`config.mk`:
```
export PLATFORM = sky130hd
export DESIGN_NAME = dda_line_rasterizer_flat
export DESIGN_NICKNAME = d
export VERILOG_FILES = /design/src/design/dda_pkg.sv /design/src/design/dda_if.sv /design/src/design/dda_line_rasterizer.sv /design/src/flat_wrapper.sv
export SDC_FILE = /design/constraint.sdc
export NUM_CORES = 1
export LEC_CHECK = 0
export BUFFER_PORTS_ARGS = -buffer_cell sky130_fd_sc_hd__buf_2
export CORE_MARGIN = 1.5
export CORE_UTILIZATION = 30
export DETAILED_ROUTE_END_ITERATION = 10
export GPL_ROUTABILITY_DRIVEN = 0
export SETUP_SLACK_MARGIN = 0.3
export SYNTH_ARGS = -nofsm -noshare
export SYNTH_HDL_FRONTEND = slang
export SYNTH_SLANG_ARGS = --single-unit
```
`constraint.sdc`:
```
create_clock -name clk -period 4.1 [get_ports clk]
set_input_delay 0.615 -clock clk [delete_from_list [all_inputs] [get_ports clk]]
set_output_delay 0.615 -clock clk [all_outputs]
set_load 0.01 [all_outputs]
```
`src/design/dda_pkg.sv`:
```
// Package for the DDA line rasterizer: widths, fixed-point constants,
// operation codes and sequencer states. No dependencies.
package dda_pkg;

    // Coordinate and fixed-point widths
    localparam int COORD_BITS = 10;
    localparam int FRAC_BITS  = 16;

    // Derived widths
    localparam int STEPS_W = COORD_BITS + 1;           // step count, |dx|, |dy|
    localparam int REM_W   = STEPS_W + 1;              // divider remainder
    localparam int QUOT_W  = FRAC_BITS + 1;            // increment magnitude, up to 1.0
    localparam int STEP_W  = FRAC_BITS + 2;            // signed increment
    localparam int ACC_W   = COORD_BITS + FRAC_BITS + 2; // signed accumulator
    localparam int CNT_W   = $clog2(FRAC_BITS + 1);    // divider bit counter

    // One half in accumulator format
    localparam logic [ACC_W-1:0] HALF_FIX = ACC_W'(1) << (FRAC_BITS - 1);

    // Input operation codes
    typedef enum logic {
        OP_START = 1'b0,
        OP_STEP  = 1'b1
    } op_t;

    // Sequencer states
    typedef enum logic [1:0] {
        ST_IDLE,
        ST_DIV_X,
        ST_DIV_Y
    } seq_state_t;

endpackage

```
`src/design/dda_if.sv`:
```
// Valid/ready channel interfaces for the DDA line rasterizer.
// Depends on dda_pkg for the coordinate width.

// Line command word: operation and endpoints
interface dda_in_if
    import dda_pkg::*;
();
    logic                  valid;
    logic                  ready;
    logic                  op;
    logic [COORD_BITS-1:0] start_x;
    logic [COORD_BITS-1:0] start_y;
    logic [COORD_BITS-1:0] end_x;
    logic [COORD_BITS-1:0] end_y;

    modport source (output valid, op, start_x, start_y, end_x, end_y, input ready);
    modport sink   (input valid, op, start_x, start_y, end_x, end_y, output ready);
endinterface

// Pixel word: rounded point and flags
interface dda_out_if
    import dda_pkg::*;
();
    logic                  valid;
    logic                  ready;
    logic [COORD_BITS-1:0] point_x;
    logic [COORD_BITS-1:0] point_y;
    logic                  is_last;
    logic                  is_valid;

    modport source (output valid, point_x, point_y, is_last, is_valid, input ready);
    modport sink   (input valid, point_x, point_y, is_last, is_valid, output ready);
endinterface

```
`src/design/dda_line_rasterizer.sv`:
```
// DDA line rasterizer top level: line setup with a shared restoring divider,
// fixed-point stepping and a registered pixel output. Depends on dda_pkg, dda_if.
//
//  channel    dir  handshake      word
//  line_in    in   valid/ready    op, start_x, start_y, end_x, end_y
//  pixel_out  out  valid/ready    point_x, point_y, is_last, is_valid
//
// A step word (op 1) has its pixel registered the next cycle.
// A start word (op 0) with a nonzero length runs the divider once per axis,
// one quotient bit per cycle, x first and then y, then registers the start pixel.
// A zero-length start word registers its start point as the last pixel without dividing.
// line_in.ready is low while dividing and while an unread pixel is stalled.
// Reset clears the line state; no line is active afterwards.
module dda_line_rasterizer
    import dda_pkg::*;
(
    input  logic      clk,
    input  logic      rst_n,
    dda_in_if.sink    line_in,
    dda_out_if.source pixel_out
);

    // Sequencer and line state
    seq_state_t                state_reg, state_next;
    logic signed [ACC_W-1:0]   acc_x_reg, acc_x_next;   // accumulator plus one half
    logic signed [ACC_W-1:0]   acc_y_reg, acc_y_next;
    logic signed [STEP_W-1:0]  step_x_reg, step_x_next;
    logic signed [STEP_W-1:0]  step_y_reg, step_y_next;
    logic [STEPS_W-1:0]        steps_left_reg, steps_left_next;
    logic                      line_active_reg, line_active_next;

    // Divider state
    logic [REM_W-1:0]          rem_reg, rem_next;
    logic [STEPS_W-1:0]        den_reg, den_next;
    logic [QUOT_W-1:0]         quot_reg, quot_next;
    logic [CNT_W-1:0]          cnt_reg, cnt_next;
    logic [STEPS_W-1:0]        mag_y_reg, mag_y_next;
    logic                      neg_x_reg, neg_x_next;
    logic                      neg_y_reg, neg_y_next;

    // Output register
    logic                      out_valid_reg, out_valid_next;
    logic [COORD_BITS-1:0]     out_x_reg, out_x_next;
    logic [COORD_BITS-1:0]     out_y_reg, out_y_next;
    logic                      out_last_reg, out_last_next;
    logic                      out_ok_reg, out_ok_next;

    // Control
    logic                      in_ready;
    logic                      accept;
    logic                      div_last;

    // Setup arithmetic
    logic signed [STEPS_W-1:0] dx, dy;
    logic [STEPS_W-1:0]        adx, ady, steps;

    // Shared divider unit
    logic [REM_W:0]            trial;
    logic                      qbit;
    logic [REM_W-1:0]          rem_sel;
    logic [QUOT_W-1:0]         quot_fin;
    logic [STEP_W-1:0]         quot_ext;
    logic signed [STEP_W-1:0]  step_res;

    // Stepping adders
    logic signed [ACC_W-1:0]   sum_x, sum_y;

    // Endpoint deltas and step count
    always_comb
    begin
        dx    = signed'({1'b0, line_in.end_x}) - signed'({1'b0, line_in.start_x});
        dy    = signed'({1'b0, line_in.end_y}) - signed'({1'b0, line_in.start_y});
        adx   = dx[STEPS_W-1] ? STEPS_W'(-dx) : STEPS_W'(dx);
        ady   = dy[STEPS_W-1] ? STEPS_W'(-dy) : STEPS_W'(dy);
        steps = (adx > ady) ? adx : ady;
    end

    // Divider: one restoring step per cycle
    always_comb
    begin
        trial    = {1'b0, rem_reg} - {2'b00, den_reg};
        qbit     = ~trial[REM_W];
        rem_sel  = qbit ? trial[REM_W-1:0] : rem_reg;
        quot_fin = {quot_reg[QUOT_W-2:0], qbit};
        quot_ext = {1'b0, quot_fin};
        step_res = (state_reg == ST_DIV_X ? neg_x_reg : neg_y_reg)
                   ? signed'(-quot_ext) : signed'(quot_ext);
    end

    // Accumulator advance
    always_comb
    begin
        sum_x = acc_x_reg + {{(ACC_W-STEP_W){step_x_reg[STEP_W-1]}}, step_x_reg};
        sum_y = acc_y_reg + {{(ACC_W-STEP_W){step_y_reg[STEP_W-1]}}, step_y_reg};
    end

    // Next state
    always_comb
    begin
        state_next = state_reg;
        unique case (state_reg)
            ST_IDLE:
            begin
                if (accept && line_in.op == OP_START && steps != '0)
                    state_next = ST_DIV_X;
            end
            ST_DIV_X:
            begin
                if (div_last)
                    state_next = ST_DIV_Y;
            end
            ST_DIV_Y:
            begin
                if (div_last)
                    state_next = ST_IDLE;
            end
            default: state_next = ST_IDLE;
        endcase
    end

    // Control outputs
    always_comb
    begin
        in_ready = (state_reg == ST_IDLE) && (!out_valid_reg || pixel_out.ready);
        accept   = line_in.valid && in_ready;
        div_last = (cnt_reg == '0);
    end

    // Datapath next values
    always_comb
    begin
        acc_x_next       = acc_x_reg;
        acc_y_next       = acc_y_reg;
        step_x_next      = step_x_reg;
        step_y_next      = step_y_reg;
        steps_left_next  = steps_left_reg;
        line_active_next = line_active_reg;
        rem_next         = rem_reg;
        den_next         = den_reg;
        quot_next        = quot_reg;
        cnt_next         = cnt_reg;
        mag_y_next       = mag_y_reg;
        neg_x_next       = neg_x_reg;
        neg_y_next       = neg_y_reg;
        out_valid_next   = out_valid_reg && !pixel_out.ready;
        out_x_next       = out_x_reg;
        out_y_next       = out_y_reg;
        out_last_next    = out_last_reg;
        out_ok_next      = out_ok_reg;

        unique case (state_reg)
            ST_IDLE:
            begin
                if (accept && line_in.op == OP_START)
                begin
                    // New line: load start point, abandon any active line
                    acc_x_next       = (ACC_W'(line_in.start_x) << FRAC_BITS) | HALF_FIX;
                    acc_y_next       = (ACC_W'(line_in.start_y) << FRAC_BITS) | HALF_FIX;
                    step_x_next      = '0;
                    step_y_next      = '0;
                    steps_left_next  = '0;
                    line_active_next = 1'b0;
                    rem_next         = {1'b0, adx};
                    den_next         = steps;
                    mag_y_next       = ady;
                    neg_x_next       = dx[STEPS_W-1];
                    neg_y_next       = dy[STEPS_W-1];
                    cnt_next         = CNT_W'(FRAC_BITS);
                    if (steps == '0)
                    begin
                        // Zero-length line: start point is also the last
                        out_valid_next = 1'b1;
                        out_x_next     = line_in.start_x;
                        out_y_next     = line_in.start_y;
                        out_last_next  = 1'b1;
                        out_ok_next    = 1'b1;
                    end
                end
                else if (accept)
                begin
                    out_valid_next = 1'b1;
                    if (line_active_reg)
                    begin
                        acc_x_next      = sum_x;
                        acc_y_next      = sum_y;
                        steps_left_next = steps_left_reg - 1'b1;
                        out_x_next      = sum_x[FRAC_BITS +: COORD_BITS];
                        out_y_next      = sum_y[FRAC_BITS +: COORD_BITS];
                        out_ok_next     = 1'b1;
                        if (steps_left_reg == STEPS_W'(1))
                        begin
                            out_last_next    = 1'b1;
                            line_active_next = 1'b0;
                        end
                        else
                        begin
                            out_last_next = 1'b0;
                        end
                    end
                    else
                    begin
                        // Step with no line: invalid pixel
                        out_x_next    = '0;
                        out_y_next    = '0;
                        out_last_next = 1'b0;
                        out_ok_next   = 1'b0;
                    end
                end
            end
            ST_DIV_X, ST_DIV_Y:
            begin
                rem_next  = rem_sel << 1;
                quot_next = quot_fin;
                cnt_next  = cnt_reg - 1'b1;
                if (div_last && state_reg == ST_DIV_X)
                begin
                    step_x_next = step_res;
                    rem_next    = {1'b0, mag_y_reg};
                    cnt_next    = CNT_W'(FRAC_BITS);
                end
                else if (div_last)
                begin
                    // Setup done: start the line and show its first point
                    step_y_next      = step_res;
                    steps_left_next  = den_reg;
                    line_active_next = 1'b1;
                    out_valid_next   = 1'b1;
                    out_x_next       = acc_x_reg[FRAC_BITS +: COORD_BITS];
                    out_y_next       = acc_y_reg[FRAC_BITS +: COORD_BITS];
                    out_last_next    = 1'b0;
                    out_ok_next      = 1'b1;
                end
            end
            default:
            begin
            end
        endcase
    end

    // Control registers
    always_ff @(posedge clk or negedge rst_n)
    begin
        if (!rst_n)
        begin
            state_reg       <= ST_IDLE;
            acc_x_reg       <= '0;
            acc_y_reg       <= '0;
            step_x_reg      <= '0;
            step_y_reg      <= '0;
            steps_left_reg  <= '0;
            line_active_reg <= 1'b0;
            out_valid_reg   <= 1'b0;
        end
        else
        begin
            state_reg       <= state_next;
            acc_x_reg       <= acc_x_next;
            acc_y_reg       <= acc_y_next;
            step_x_reg      <= step_x_next;
            step_y_reg      <= step_y_next;
            steps_left_reg  <= steps_left_next;
            line_active_reg <= line_active_next;
            out_valid_reg   <= out_valid_next;
        end
    end

    // Payload registers
    always_ff @(posedge clk)
    begin
        rem_reg      <= rem_next;
        den_reg      <= den_next;
        quot_reg     <= quot_next;
        cnt_reg      <= cnt_next;
        mag_y_reg    <= mag_y_next;
        neg_x_reg    <= neg_x_next;
        neg_y_reg    <= neg_y_next;
        out_x_reg    <= out_x_next;
        out_y_reg    <= out_y_next;
        out_last_reg <= out_last_next;
        out_ok_reg   <= out_ok_next;
    end

    // Ports
    assign line_in.ready      = in_ready;
    assign pixel_out.valid    = out_valid_reg;
    assign pixel_out.point_x  = out_x_reg;
    assign pixel_out.point_y  = out_y_reg;
    assign pixel_out.is_last  = out_last_reg;
    assign pixel_out.is_valid = out_ok_reg;

    // Checks
    a_ready_idle: assert property (@(posedge clk) disable iff (!rst_n)
        line_in.ready |-> state_reg == ST_IDLE)
        else $error("ready raised while dividing");

    a_no_out_in_div: assert property (@(posedge clk) disable iff (!rst_n)
        state_reg != ST_IDLE |-> !out_valid_reg)
        else $error("pixel pending during line setup");

    a_active_count: assert property (@(posedge clk) disable iff (!rst_n)
        line_active_reg == (steps_left_reg != '0))
        else $error("step count disagrees with active flag");

    a_step_pixel: assert property (@(posedge clk) disable iff (!rst_n)
        (accept && line_in.op == OP_STEP) |=> out_valid_reg)
        else $error("step word produced no pixel");

    a_setup_done: assert property (@(posedge clk) disable iff (!rst_n)
        (state_reg == ST_DIV_Y && div_last) |=> (out_valid_reg && line_active_reg))
        else $error("line setup did not start the line");

endmodule

```
`src/flat_wrapper.sv`:
```
// flat-port wrapper written by rule: the top's interface ports become plain ports
module dda_line_rasterizer_flat import dda_pkg::*;
  (clk, rst_n, line_in_valid, line_in_op, line_in_start_x, line_in_start_y, line_in_end_x, line_in_end_y, line_in_ready, pixel_out_valid, pixel_out_point_x, pixel_out_point_y, pixel_out_is_last, pixel_out_is_valid, pixel_out_ready);
  dda_in_if line_in_i ();
  dda_out_if pixel_out_i ();
  input  logic clk;
  input  logic rst_n;
  input wire logic [$bits(line_in_i.valid)-1:0] line_in_valid;
  input wire logic [$bits(line_in_i.op)-1:0] line_in_op;
  input wire logic [$bits(line_in_i.start_x)-1:0] line_in_start_x;
  input wire logic [$bits(line_in_i.start_y)-1:0] line_in_start_y;
  input wire logic [$bits(line_in_i.end_x)-1:0] line_in_end_x;
  input wire logic [$bits(line_in_i.end_y)-1:0] line_in_end_y;
  output wire logic [$bits(line_in_i.ready)-1:0] line_in_ready;
  output wire logic [$bits(pixel_out_i.valid)-1:0] pixel_out_valid;
  output wire logic [$bits(pixel_out_i.point_x)-1:0] pixel_out_point_x;
  output wire logic [$bits(pixel_out_i.point_y)-1:0] pixel_out_point_y;
  output wire logic [$bits(pixel_out_i.is_last)-1:0] pixel_out_is_last;
  output wire logic [$bits(pixel_out_i.is_valid)-1:0] pixel_out_is_valid;
  input wire logic [$bits(pixel_out_i.ready)-1:0] pixel_out_ready;
  assign line_in_i.valid = line_in_valid;
  assign line_in_i.op = line_in_op;
  assign line_in_i.start_x = line_in_start_x;
  assign line_in_i.start_y = line_in_start_y;
  assign line_in_i.end_x = line_in_end_x;
  assign line_in_i.end_y = line_in_end_y;
  assign line_in_ready = line_in_i.ready;
  assign pixel_out_valid = pixel_out_i.valid;
  assign pixel_out_point_x = pixel_out_i.point_x;
  assign pixel_out_point_y = pixel_out_i.point_y;
  assign pixel_out_is_last = pixel_out_i.is_last;
  assign pixel_out_is_valid = pixel_out_i.is_valid;
  assign pixel_out_i.ready = pixel_out_ready;
  dda_line_rasterizer u_core (.clk(clk), .rst_n(rst_n), .line_in(line_in_i), .pixel_out(pixel_out_i));
endmodule
```
Yosys cells after proc, flatten, opt, wreduce, memory -nomap -nowiden
Cells that the tools add are included.
- flip-flop bits (word level): 186
- bits in latches: 0
- memory bits (writable): 0
- bits in read-only memories: 0
- input bits: 45
- memories: 0
- add/sub/neg operators: 10
- multiply operators: 0
- div/mod/pow operators: 0
- $lt $le $gt $ge: 1
- equality and inequality tests: 13
- shift operators: 0
- multiplexer cells: 73
- bitwise gates (word level): 2
- reductions and logical operators: 26
- operators by type and width (kind ; count):
    two-way mux 28 bit ; 6
    two-way mux 10 bit ; 12
    two-way mux 11 bit ; 9
    two-way mux 18 bit ; 5
    one-hot mux 18 bit (2 select lines) ; 2
    adder 28 bit ; 2
    one-hot mux 10 bit (2 select lines) ; 2
    two-way mux 12 bit ; 2
    one-hot mux 12 bit (2 select lines) ; 1
    two-way mux 1 bit ; 22
    negation 11 bit ; 2
    one-hot mux 11 bit (2 select lines) ; 1
    subtractor 10 x 10 -> 11 bit ; 2
    negation 17 -> 18 bit ; 1
    subtractor 12 x 11 -> 13 bit ; 1
    != test 2 x 1 -> 1 bit, second input constant ; 6
    == test 11 x 1 -> 1 bit, second input constant ; 1
    > comparator 11 bit ; 1
    logical NOT 11 bit ; 1
    nonzero test 11 bit ; 1
    subtractor 11 x 1 -> 11 bit, second input constant ; 1
    two-way mux 5 bit ; 2
    one-hot mux 5 bit (2 select lines) ; 1
    AND reduction 5 bit ; 2
    other kinds (20) ; 39

Depth between registers and ports, before layout
Gate-level depths: netlist (run 1).
- word-level depth: 9
- mapped depth: 22

Worst setup path after synthesis (run 1)
OpenSTA, ideal clock, no wires.
- kind: input -> register
- from: in line_in_end_x[0]
- to: reg u_core.out_last_reg, in the netlist u_core.pixel_out.is_last (enable)
- setup time: 0.381 ns
- arrival time: 5.157 ns
- path slack: -1.437 ns
- cell stages on the path: 20
- buffers on the path: 0
- cells stage by stage: inv_1 -> ha_1 -> inv_1 -> fa_1 -> a211o_1 -> a211oi_2 -> o211ai_2 -> a21o_2 -> inv_1 -> mux2_2 -> ha_1 -> nor2b_1 -> o21a_1 -> o21bai_1 -> a31o_2 -> a21oi_2 -> mux2_2 -> a211oi_2 -> a21o_1 -> and2_1
- word-level cells in the longest chain between the ends: 8
- RTL lines (what ; line ; source):
    start: declaration ; flat_wrapper.sv:12 ; input wire logic [$bits(line_in_i.end_x)-1:0] line_in_end_x;
    subtractor 10 x 10 -> 11 bit (*) ; dda_line_rasterizer.sv:71 ; dx = signed'({1'b0, line_in.end_x}) - signed'({1'b0, line_in.start_x});
    net u_core.dx[10] ; dda_line_rasterizer.sv:54 ; logic signed [STEPS_W-1:0] dx, dy;
    negation 11 bit ; dda_line_rasterizer.sv:73 ; adx = dx[STEPS_W-1] ? STEPS_W'(-dx) : STEPS_W'(dx);
    two-way mux 11 bit (*) ; dda_line_rasterizer.sv:73 ;
    > comparator 11 bit ; dda_line_rasterizer.sv:75 ; steps = (adx > ady) ? adx : ady;
    two-way mux 11 bit (*) ; dda_line_rasterizer.sv:75 ;
    net u_core.steps[8] ; dda_line_rasterizer.sv:55 ; logic [STEPS_W-1:0] adx, ady, steps;
    logical NOT 11 bit (*) ; dda_line_rasterizer.sv:169 ; if (steps == '0)
    != test 3 bit (no line) (*) ; -- ;
    AND reduction 5 bit (no line) (*) ; -- ;
    end signal: assignment ; dda_line_rasterizer.sv:279 ; out_last_reg <= out_last_next;
    end: declaration ; dda_line_rasterizer.sv:45 ; logic out_last_reg, out_last_next;
Mark *: on every way through the listed nets, which the timed path passes. The rest lies on a longest branch.
A chain may end at the register's enable or synchronous reset.

Worst setup path in the final report (run 1)
- from: in line_in_end_x[0]
- to: reg u_core.out_y_reg[2], in the netlist u_core.pixel_out.point_y[2] (enable)
- word-level cells in the longest chain between the ends: 8
- RTL lines (what ; line ; source):
    subtractor 10 x 10 -> 11 bit (*) ; dda_line_rasterizer.sv:71 ;
    negation 11 bit ; dda_line_rasterizer.sv:73 ;
    two-way mux 11 bit (*) ; dda_line_rasterizer.sv:73 ;
    > comparator 11 bit ; dda_line_rasterizer.sv:75 ;
    two-way mux 11 bit (*) ; dda_line_rasterizer.sv:75 ;
    net u_core.steps[8] ; dda_line_rasterizer.sv:55 ;
    logical NOT 11 bit (*) ; dda_line_rasterizer.sv:169 ;
    != test 3 bit (no line) (*) ; -- ;
    AND reduction 5 bit (no line) (*) ; -- ;
    end signal: assignment ; dda_line_rasterizer.sv:278 ; out_y_reg <= out_y_next;
    end: declaration ; dda_line_rasterizer.sv:44 ; logic [COORD_BITS-1:0] out_y_reg, out_y_next;
Marked as above.

==> results of run 1 <==
-- through the flow --
stage	setup WS [ps]	instances	setup TNS [ps]	cell area, µm²
2_1_floorplan	-703	1430	-17310	12900
3_3_place_gp	-1100	2137	-30780	14900
3_5_place_dp	-1220	2137	-35050	14900
4_1_cts	-546	2190	-15810	15900
5_1_grt	-861	2198	-25990	16100
6_report	-689	2198	-20690	16100
-- kinds of logic (layout without fill, tap and decap cells) --
logic type	count (synthesis)	in the layout	synth area share
AND/OR/NAND/NOR	431	431	0.156
buffers and inverters	148	377	0.0438
adder cells (fa/ha/maj)	107	107	0.107
flip-flops	182	182	0.386
multiplexers	27	27	0.0224
AO/OA/AOI/OAI	452	452	0.228
XOR/XNOR	83	83	0.0572
-- synthesized netlist by cell type (4+ instances only) --
| cell | count |
|---|---|
| a211o_1 | 6 |
| a21oi_1 | 100 |
| nor4_1 | 7 |
| or2_2 | 5 |
| a311o_1 | 6 |
| xnor2_1 | 39 |
| xor2_1 | 43 |
| ha_1 | 102 |
| o21ai_1 | 13 |
| nor3_1 | 29 |
| or3_1 | 19 |
| mux2_2 | 13 |
| mux2i_1 | 13 |
| edfxtp_1 | 79 |
| a2111oi_0 | 5 |
| nor3b_1 | 4 |
| o21ai_0 | 131 |
| nand2_1 | 170 |
| o211ai_1 | 16 |
| dfrtp_1 | 103 |
| nand3_1 | 24 |
| nand2b_1 | 17 |
| nor2b_1 | 13 |
| a31oi_1 | 21 |
| a31o_2 | 4 |
| inv_1 | 96 |
| nor2_1 | 105 |
| a21boi_0 | 4 |
| o22ai_1 | 4 |
| o21a_1 | 16 |
| and3_1 | 6 |
| a22oi_1 | 10 |
| o31ai_1 | 17 |
| a21o_1 | 33 |
| and2_1 | 10 |
| clkbuf_1 | 39 |
| fa_1 | 5 |
| a22o_1 | 9 |
| buf_1 | 5 |
| o41ai_1 | 4 |
| buf_2 | 5 |
| a211oi_1 | 8 |
-- worst reg2reg max path: cells and delay by family, from the launching register on --
family          cells  cell delay [ps]
flops               1              410
fa+ha+maj           1              340
compound gates      8             1920
xor+xnor            1              310
simple gates        1              340
-- layout make-up --
type,count,share of cell area
clock buffers,24,0.0339
clock inverters,8,0.00558
inverters,99,0.0238
multi-input cells,1100,0.476
flip-flops and latches,182,0.307
well taps,539,0.0418
repair buffers,246,0.113
-- report_power, final --
group | total [W] | switching (W) | internal (W)
Sequential | 0.00342 | 0.000544 | 0.00287
Clock | 0.00178 | 0.000767 | 0.00101
Combinational | 0.00694 | 0.00392 | 0.00302
Total | 0.0121 | 0.00523 | 0.00690
-- per-layer routing --
metal / share of wire / up-vias
met5: 0 / -
li1: - / 5602
met4: 0.032 / 0
met3: 0.037 / 61
met2: 0.46 / 244
met1: 0.47 / 5446
-- final timing paths --
path | start | endpoint | slack (ps) | depth (start not counted)
worst max-delay path | line_in_end_x[0] | u_core.pixel_out.point_y[2] | -690 | 22
worst min-delay path | rst_n | u_core.steps_left_reg[6] | 280 | 1
worst max register to register | u_core.step_y_reg[2] | u_core.pixel_out.point_y[9] | 580 | 11
worst min register to register | u_core.acc_y_reg[4] | u_core.acc_y_reg[4] | 490 | 2
max in group asynchronous | rst_n | u_core.acc_y_reg[10] | 2940 | 2
min in group clk | line_in_start_y[6] | u_core.acc_y_reg[22] | 450 | 2
-- what timing repair did --
action,4_1_cts,5_1_grt
setup buffers,19,8
gates resized for setup,37,34
setup endpoints to repair,36,49
gates cloned,2,0
pin swaps,14,13
==> reports/qor.csv, run 1 <==
metric,value,unit
dieArea,0.0440,mm²
max_freq,209,MHz
setup_viol,33,
total_power,0.0121,W
cts_buffers,17,
rsz0062_at_grt,true,
path_clk_slew,70,ps
crit_fanout,5,
slowest_stage,a211o_4,
mostFrequentLayoutCells,"nand2_1 (168), buf_4 (162), o21ai_0 (128), nor2_1 (103), dfrtp_1 (103)",
antenna_found_initial,1,
critical_path_class,in2reg,
final_util,0.384,
postRouteAntennaNets,0,
die_height,210,µm
cp.arrival,4950,ps
coreArea,0.0420,mm²
min_period,4790,ps
drtIter0Drc,713,
grtUsageMet1,0.226,
clock-sinks,182,
yosysWarnings,0,
cts-root-buf,clkbuf_16,
vias,11400,
io_buffers,68,
ys_ff_latch,182,
cp_top_family,compound AO/OA/AOI/OAI gates,
worstPathRequired,4260,ps
cp_num_buf_inv,6,
syn_to_final_growth,25.8,%
min_period_over_period,1.17,
status,"finished, violations left",
synth-main-ff-cell,dfrtp_1,
grt_overflow,0,
synth.area.top_cells,"dfrtp_1 (20%), edfxtp_1 (18%), ha_1 (9.9%)",
wire_per_inst,16.7,µm
crit_path_max_incr_delay,380,ps
wirelength,36700,µm
hold_ws,277,ps
die-width,210,µm
p_leak,7.24,nW
grt_max_degree,58,
grt_pass1_vias,11200,
tightest_slew,971,ps
syn-num-nets,1582,
netlist_area,0.0128,mm²
hpwlAfterDp,27200,µm
grt_use_met2,0.276,
n_antenna_cell,0,
synth_top_cell_area_share,0.201,
slew_viol_final,0,
hold_buffers,0,
final-seq-area,0.00495,mm²
clk_path_buf_depth,2,
remaining_drc_errors,0,
dr.pass1.iters,5,
synth.distinct_cells,86,
multi_input_area,0.00767,mm²
grt_pass1_wl,59400,µm
peakVddDrop,0.000485,V
cts_tree,yes,
holdCritPathClass,in2async,
gr-usage-met3,0.0266,
violations,setup timing,
final_common_cell,nand2_1,
final.setup.worst_slack,-689,ps
vias_per_cell,5.17,
synthArstFlopShare,0.566,
drive_gt1_frac,0.224,
htree_levels,4,
fin_nets,1798,
cp-end-kind,register,
grtUsageTotal,0.169,
relSlewSlack,0.350,
crit_chain,buf_8 > inv_12 > ha_4 > inv_2 > fa_2 > a211o_4 > a2111oi_4 > o21ai_2 > a2111oi_4 > a31oi_1 > xnor2_1 > inv_1 > ha_4 > nand4_1 > a31o_2 > a21oi_4 > mux2_4 > a211oi_4 > a21o_1 > and2_4 > buf_12 > buf_16,
cp-start-kind,primary input,
top_usage_layer,met2,
clock_latency,450,ps
ios,69,
synth_edf_count,79,
ys_seq_area_frac,0.386,
fillers,4184,
yosys.area.top_type,dfrtp_1,
syn_area_per_cell,8.97,µm²
final-hold-violation-count,0,
cap_violations,0,
finClkSkew,19.4,ps
start_util,0.305,
powerDensity,752,mW/mm²
synthCells,1430,
rows,75,
Power figures use the tool's default switching activity.
==> run 2: changes to the inputs <==
Settings changed: ABC_AREA set to 1.
==> reports/qor.csv, run 2 <==
metric,value,unit
critical_path.most_common_cell,nand2_1,
syn_area_per_cell,7.43,µm²
synth_top_family_by_area,simple AND/OR/NAND/NOR gates,
total_power,0.0119,W
antenna_found_initial,1,
startpoint,line_in_end_y[0],
synthMuxAreaShare,0,
grtUsageTotal,0.170,
grt_pass1_wl,62400,µm
synth-main-ff-cell,dfrtp_1,
yosysMostFrequentCell,nand2_1,
fin_nets,2168,
setup_viol,0,
cp.arrival,4250,ps
rr_endpoint,u_core.step_y_reg[12],
yosysWarnings,0,
synth_compound_area_frac,0.165,
ys_ff_latch,182,
mostFrequentLayoutCells,"nand2_1 (498), inv_1 (204), buf_4 (161), o21ai_0 (157), nor2_1 (116)",
clock_latency,450,ps
grt_pass1_vias,12300,
min_period,4090,ps
netlist_area,0.0134,mm²
path_clk_slew,70,ps
cts_buffers,17,
cp-end-kind,register,
synthCells,1799,
wirelength,39200,µm
yosys.area.top_type,dfrtp_1,
vias,12800,
synth.area.top_cells,"dfrtp_1 (19%), edfxtp_1 (18%), nand2_1 (15%)",
cp-start-kind,primary input,
synthArstFlopShare,0.566,
crit_path_max_incr_delay,450,ps
regToRegStartpoint,u_core.den_reg[5],
hpwlAfterDp,29700,µm
htree_levels,4,
synth.distinct_cells,57,
fillers,4597,
ios,69,
final_common_cell,nand2_1,
coreArea,0.0441,mm²
crit_fanout,8,
powerDensity,712,mW/mm²
critical_path_class,in2reg,
synthAdderAreaFrac,0.103,
dieArea,0.0458,mm²
clk_path_buf_depth,2,
worstPathRequired,4260,ps
start_util,0.303,
cts-root-buf,clkbuf_16,
rows,77,
finClkSkew,15.3,ps
final_cells,2621,
postRouteAntennaNets,0,
final-hold-violation-count,0,
drtIter0Drc,857,
rrSetupSlack,640,ps
die_height,214,µm
slowest_stage,fa_2,
final_util,0.378,
io_buffers,68,
rsz0062_at_grt,true,
peakVddDrop,0.000392,V
syn-num-nets,1951,
cts_tree,yes,
synth_edf_count,79,
clock-sinks,182,
remaining_drc_errors,0,
tightest_slew,816,ps
grt_overflow,0,
holdCritPathClass,in2async,
n_antenna_cell,0,
dr.pass1.iters,6,
ys_seq_area_frac,0.370,
min_period_over_period,0.997,
drive_gt1_frac,0.202,
place_inst,2566,
relSlewSlack,0.456,
p_leak,8.06,nW
synth_top_cell_area_share,0.193,
slew_viol_final,0,
max_freq,245,MHz
grt_max_degree,65,
synth_common_cells,"nand2_1 (522), inv_1 (219), o21ai_0 (158)",
final.setup.worst_slack,10.3,ps
dp_slack,-577,ps
wire_per_inst,15.0,µm
status,"finished, final reports clean",
crit_end,u_core.pixel_out.point_x[8],
synthXorXnorAreaFrac,0.0255,
vias_per_cell,4.89,
synth_simple_gate_area_share,0.259,
cap_violations,0,
syn_to_final_growth,24.7,%
die-width,214,µm
reg2reg_depth,19,
run 2: cell types whose count changed in the layout (fill, tap and decap cells not counted), moves of 19 or more:
cell     delta
a21o_1     -24
a21oi_1    +20
inv_1     +112
nand2_1   +330
nand2_2    +40
nand3_1    +59
o21ai_0    +29
or3_1      -19
xnor2_1    -25
run 2: layout make-up:
class                           count  area [µm²]  share of cell area
Multi-Input combinational cell   1350        7810               0.469
Inverter                          229         882              0.0529
Timing Repair Buffer              236        1710               0.102
Clock inverter                     13         150             0.00901
Tap cell                          592         741              0.0444
Clock buffer                       19         433              0.0260
Sequential cell                   182        4950               0.297
run 2: what timing repair did:
action	in CTS	in global routing
endpoints found under the setup margin	25	25
pin swaps	30	33
cloned	2	0
setup buffers	14	7
gates resized for setup	45	47
hold buffers	0	0
run 2: per-layer routing:
layer,share of wire,global-route usage,vias to the layer above
met5,0,0,-
met4,0.031,0.0667,0
met3,0.039,0.0262,83
met2,0.48,0.286,304
met1,0.45,0.217,5976
li1,-,-,6441
run 2: worst min-delay path by stage:
stage                              start                  endpoint  slack, ps  cells past startpoint
floorplan                          rst_n       u_core.acc_x_reg[0]        320                      0
global placement    u_core.step_y_reg[2]      u_core.step_y_reg[2]        470                      2
detailed placement  u_core.step_y_reg[2]      u_core.step_y_reg[2]        470                      2
CTS                                rst_n  u_core.steps_left_reg[6]        290                      1
global route                       rst_n  u_core.steps_left_reg[7]        340                      1
finish                             rst_n  u_core.steps_left_reg[6]        260                      1
run 2: cells by family after synthesis:
kind of cell	count (synthesis)
and+or+nand+nor	822
AOI/OAI and AO/OA	381
buffers and inverters	268
DFF	182
adders and majority gates	107
xor gates and xnor gates	39
run 2: through the flow:
step	hold slack, ps	setup TNS, ps	area (µm²)
floorplan	319	-5720	13500
global placement	468	-11520	15500
detailed placement	473	-13760	15500
CTS	293	0	16400
global route	336	-2820	16700
finish	264	0	16700
run 2: worst max-delay path, delay by kind of cell:
kind,cells,cell delay [ps]
and+or+nand+nor,19,1520
adders and majority gates,4,1030
buffers and inverters,11,870
AOI/OAI and AO/OA,1,180
run 2: power breakdown:
part / internal [W] / switching, W
Combinational: 0.00256 / 0.00421
Clock: 0.000905 / 0.000760
Sequential: 0.00290 / 0.000550
Total: 0.00636 / 0.00552
